<file path="config.mk">
export PLATFORM = sky130hd
export DESIGN_NAME = sce_cost
export DESIGN_NICKNAME = d
export VERILOG_FILES = /design/src/sce_pkg.sv /design/src/sce_cost.sv
export SDC_FILE = /design/constraint.sdc
export NUM_CORES = 1
export LEC_CHECK = 0
export BUFFER_PORTS_ARGS = -buffer_cell sky130_fd_sc_hd__buf_4
export CORE_UTILIZATION = 45
export DETAILED_ROUTE_END_ITERATION = 12
export PLACE_DENSITY = 0.73
export SYNTH_ARGS = -nofsm -noshare
export SYNTH_HDL_FRONTEND = slang
export SYNTH_SLANG_ARGS = --single-unit
</file>
<file path="constraint.sdc">
create_clock -name vclk -period 11.5
set_input_delay 1.15 -clock vclk [all_inputs]
set_output_delay 1.15 -clock vclk [all_outputs]
set_load 0.05 [all_outputs]
</file>
<file path="src/sce_pkg.sv">
`timescale 1ns / 1ps
// sce_pkg: shared widths, defaults, register indexes and stage control struct
// for the seam cumulative energy block. No dependencies.
package sce_pkg;

    localparam int REG_W      = 11;
    localparam int PIX_W      = 8;
    localparam int ENERGY_W   = 18;
    localparam int CFG_IDX_W  = 1;

    localparam int DEF_MAX_WIDTH  = 1024;
    localparam int DEF_MAX_HEIGHT = 1024;

    localparam logic [REG_W-1:0]    DIM_RESET  = 11'd1024;
    localparam logic [ENERGY_W-1:0] ENERGY_MAX = {ENERGY_W{1'b1}};

    typedef enum logic [CFG_IDX_W-1:0] {
        CFG_IMAGE_WIDTH  = 1'b0,
        CFG_IMAGE_HEIGHT = 1'b1
    } t_cfg_idx;

    typedef struct packed {
        logic first_col;
        logic first_row;
        logic has_right;
    } t_nbr_ctl;

endpackage

</file>
<file path="src/sce_cost.sv">
`timescale 1ns / 1ps
// sce_cost: min of up to three neighbors above plus pixel, saturating.
// Depends on sce_pkg.
module sce_cost import sce_pkg::*; (
    input  t_nbr_ctl            i_ctl,
    input  logic [PIX_W-1:0]    i_pix,
    input  logic [ENERGY_W-1:0] i_above,
    input  logic [ENERGY_W-1:0] i_left,
    input  logic [ENERGY_W-1:0] i_right,
    output logic [ENERGY_W-1:0] o_val
);

    logic [ENERGY_W-1:0] best;
    logic [ENERGY_W:0]   sum;

    always_comb begin
        best = i_above;
        if (!i_ctl.first_col && (i_left < best)) begin
            best = i_left;
        end
        if (i_ctl.has_right && (i_right < best)) begin
            best = i_right;
        end
        sum = {1'b0, best} + (ENERGY_W + 1)'(i_pix);
        if (i_ctl.first_row) begin
            o_val = ENERGY_W'(i_pix);
        end else if (sum[ENERGY_W]) begin
            o_val = ENERGY_MAX;
        end else begin
            o_val = sum[ENERGY_W-1:0];
        end
    end

endmodule

</file>
==> impl_metrics.ini <==
[logic_synthesis]
synth.top_cells.by_area = ha_1 23%, a21oi_1 10%, inv_1 5.0%
synth_area_um2 = 2330
yosys_warnings = 0
yosysUniqueCellTypes = 55
netlist.area_leader.share_pct = 22.5
syn_inst = 342
syn_nets = 450
synth_area_leader_cell = ha_1
seq_area_frac_synth_pct = 0
syn_area_per_cell_um2 = 6.82

[timing]
layout_min_cycle_time_ns = 9.47
slew_viol_final = 0
fmax_mhz = 106
hold_viol_final = 0
rsz0062_at_grt = false
relSlewSlack_pct = 46.8
setup_viol = 0
fin_setup_tns_ns = 0
max_slew.worst_pin.slew_ns = 0.797
finalCritPeriodShare_pct = 82.3

[power_and_ir_drop]
pwr-share-seq_pct = 0
swShare_pct = 60.2
p_int_w = 0.0000866
power_frac_comb_pct = 100.0
p_total_w = 0.000218
p_per_area_nw_per_um2 = 72.4
clockPowerShare_pct = 0
ir_worst_vdd_uv = 63.4
power.switching_w = 0.000131
cellLeakagePower_nw = 1.45

[clocking]
post_cts_buffers = 0
postCtsHoldBufs = 0
cts_resized = 0

[die]
dieWidth_um = 74.0
fp.dieArea_um2 = 5470
start_util_pct = 48.1
core-area_um2 = 4850
die_height_um = 74.0
ioPinCount = 83
rows = 25

[cells_and_area]
design_area_um2 = 3010
diodes = 0
drive_gt1_share_pct = 24.0
flops_and_latches = 0
synthToLayoutAreaGrowth_pct = 28.9
layout.nets = 526
multi_input_area_um2 = 2170
nClkBuffers = 0
num-fill-cells = 453
regArea_um2 = 0

[global_routing]
grt_pass1_wl_um = 11200
overflow = 0
grt_pass1_vias = 2624
grt_max_degree = 32
grt.total_usage_pct = 25.3
antenna_found_initial = 0

[routing]
viasPerCell = 5.77
drc = 0
drt_iter0_drc = 162
wire_per_inst_um = 14.4
drtPass1Iterations = 4
route.vias.total = 2786
wl_um = 6960
antenna_left = 0

[setup_path]
cp.required_ns = 10.35
crit_top_cell = buf_4
arrival_ns = 8.32
max_stage_delay_ns = 0.70
cp-endpoint = o_val[9]
cp-end-kind = output pin
crit_type = in2out
cp_max_fo = 31
startpoint = i_above[15]
startpoint_type = primary input
crit_slowest_cell = a2111oi_1

[placed_design]
routabilityCongestion = 0.998
dp_hpwl_um = 5920
portBuffers = 83
place_area_um2 = 3010

[min_path]
hp-class = in2out

[outcome]
outcome = finished clean

[job]
drv_cap = 0
## worst min-delay path by stage
stage                         from  cells past startpoint         to
after floorplan           i_ctl[1]                      1  o_val[16]
after global placement    i_pix[7]                      3   o_val[7]
after detailed placement  i_pix[0]                      3   o_val[0]
after CTS                 i_pix[2]                      4   o_val[2]
after global routing      i_pix[0]                      3   o_val[0]
final                     i_pix[6]                      3   o_val[6]
## placed cells by master (no fill, tap or decap), types with 3 or more instances in the layout
cell	n
xnor2_1	11
a2bb2oi_1	6
buf_4	85
xor2_1	6
a21oi_1	47
a31oi_1	5
ha_1	42
nor2b_1	5
nand2b_1	4
inv_1	31
or3_1	6
nand3_1	15
mux2_2	7
o21ai_0	14
a21o_1	7
nand2_1	24
nor2_1	26
o21a_1	3
mux2i_1	11
nor3_1	5
and3_1	7
a211oi_1	6
nand4_1	7
## power by group through the flow
stage | Combinational (W) | Sequential (W) | Clock, W
final | 0.000218 | 0 | 0
after global routing | 0.000238 | 0 | 0
after CTS | 0.000217 | 0 | 0
after detailed placement | 0.000216 | 0 | 0
after global placement | 0.000212 | 0 | 0
after floorplan | 0.000152 | 0 | 0
## worst max-delay path: cells and delay by family
kind,cells,cell delay (ns)
adders and majority gates,3,0.85
muxes,1,0.39
and+or+nand+nor,7,1.24
xor gates and xnor gates,1,0.08
AOI/OAI and AO/OA,14,3.47
buffers and inverters,5,1.13
## cell families after synthesis
family / after synthesis / synth area share [%]
compound gates: 109 / 30.5
xor+xnor: 17 / 6.38
fa+ha+maj: 43 / 23.4
buf+inv: 42 / 7.14
mux: 18 / 8.10
simple gates: 113 / 24.5
## cell type report
| class | count | share of cell area, % |
|---|---|---|
| multi-input combinational | 300 | 72.1 |
| inverter | 31 | 3.87 |
| tap | 67 | 2.79 |
| timing repair buffer | 85 | 21.2 |
## through the flow
step	worst slack [ns]	util (%)	hold slack, ns	instances
2_1_floorplan	1.95	-	2.49	342
3_3_place_gp	2.19	62.0	2.71	483
4_1_cts	2.02	62.0	2.72	483
5_1_grt	1.40	62.0	2.72	483
3_5_place_dp	2.04	62.0	2.72	483
6_report	2.03	62.0	2.72	483
## Yosys cell counts, types with 11 or more instances
master	n
a21oi_1	47
ha_1	42
inv_1	31
nor2_1	27
nand2_1	24
nand3_1	15
o21ai_0	14
mux2i_1	11
xnor2_1	11
## routing by layer
metal,part of all wire [%],vias up,track usage (%),wire [µm]
met5,0,-,0,0
met4,1.7,0,5.77,121
met3,5.4,8,0.542,376
met2,48,103,47.3,3370
met1,44,1257,32.2,3090
li1,-,1418,-,-
Note: power is estimated with default switching activity, not from simulation.
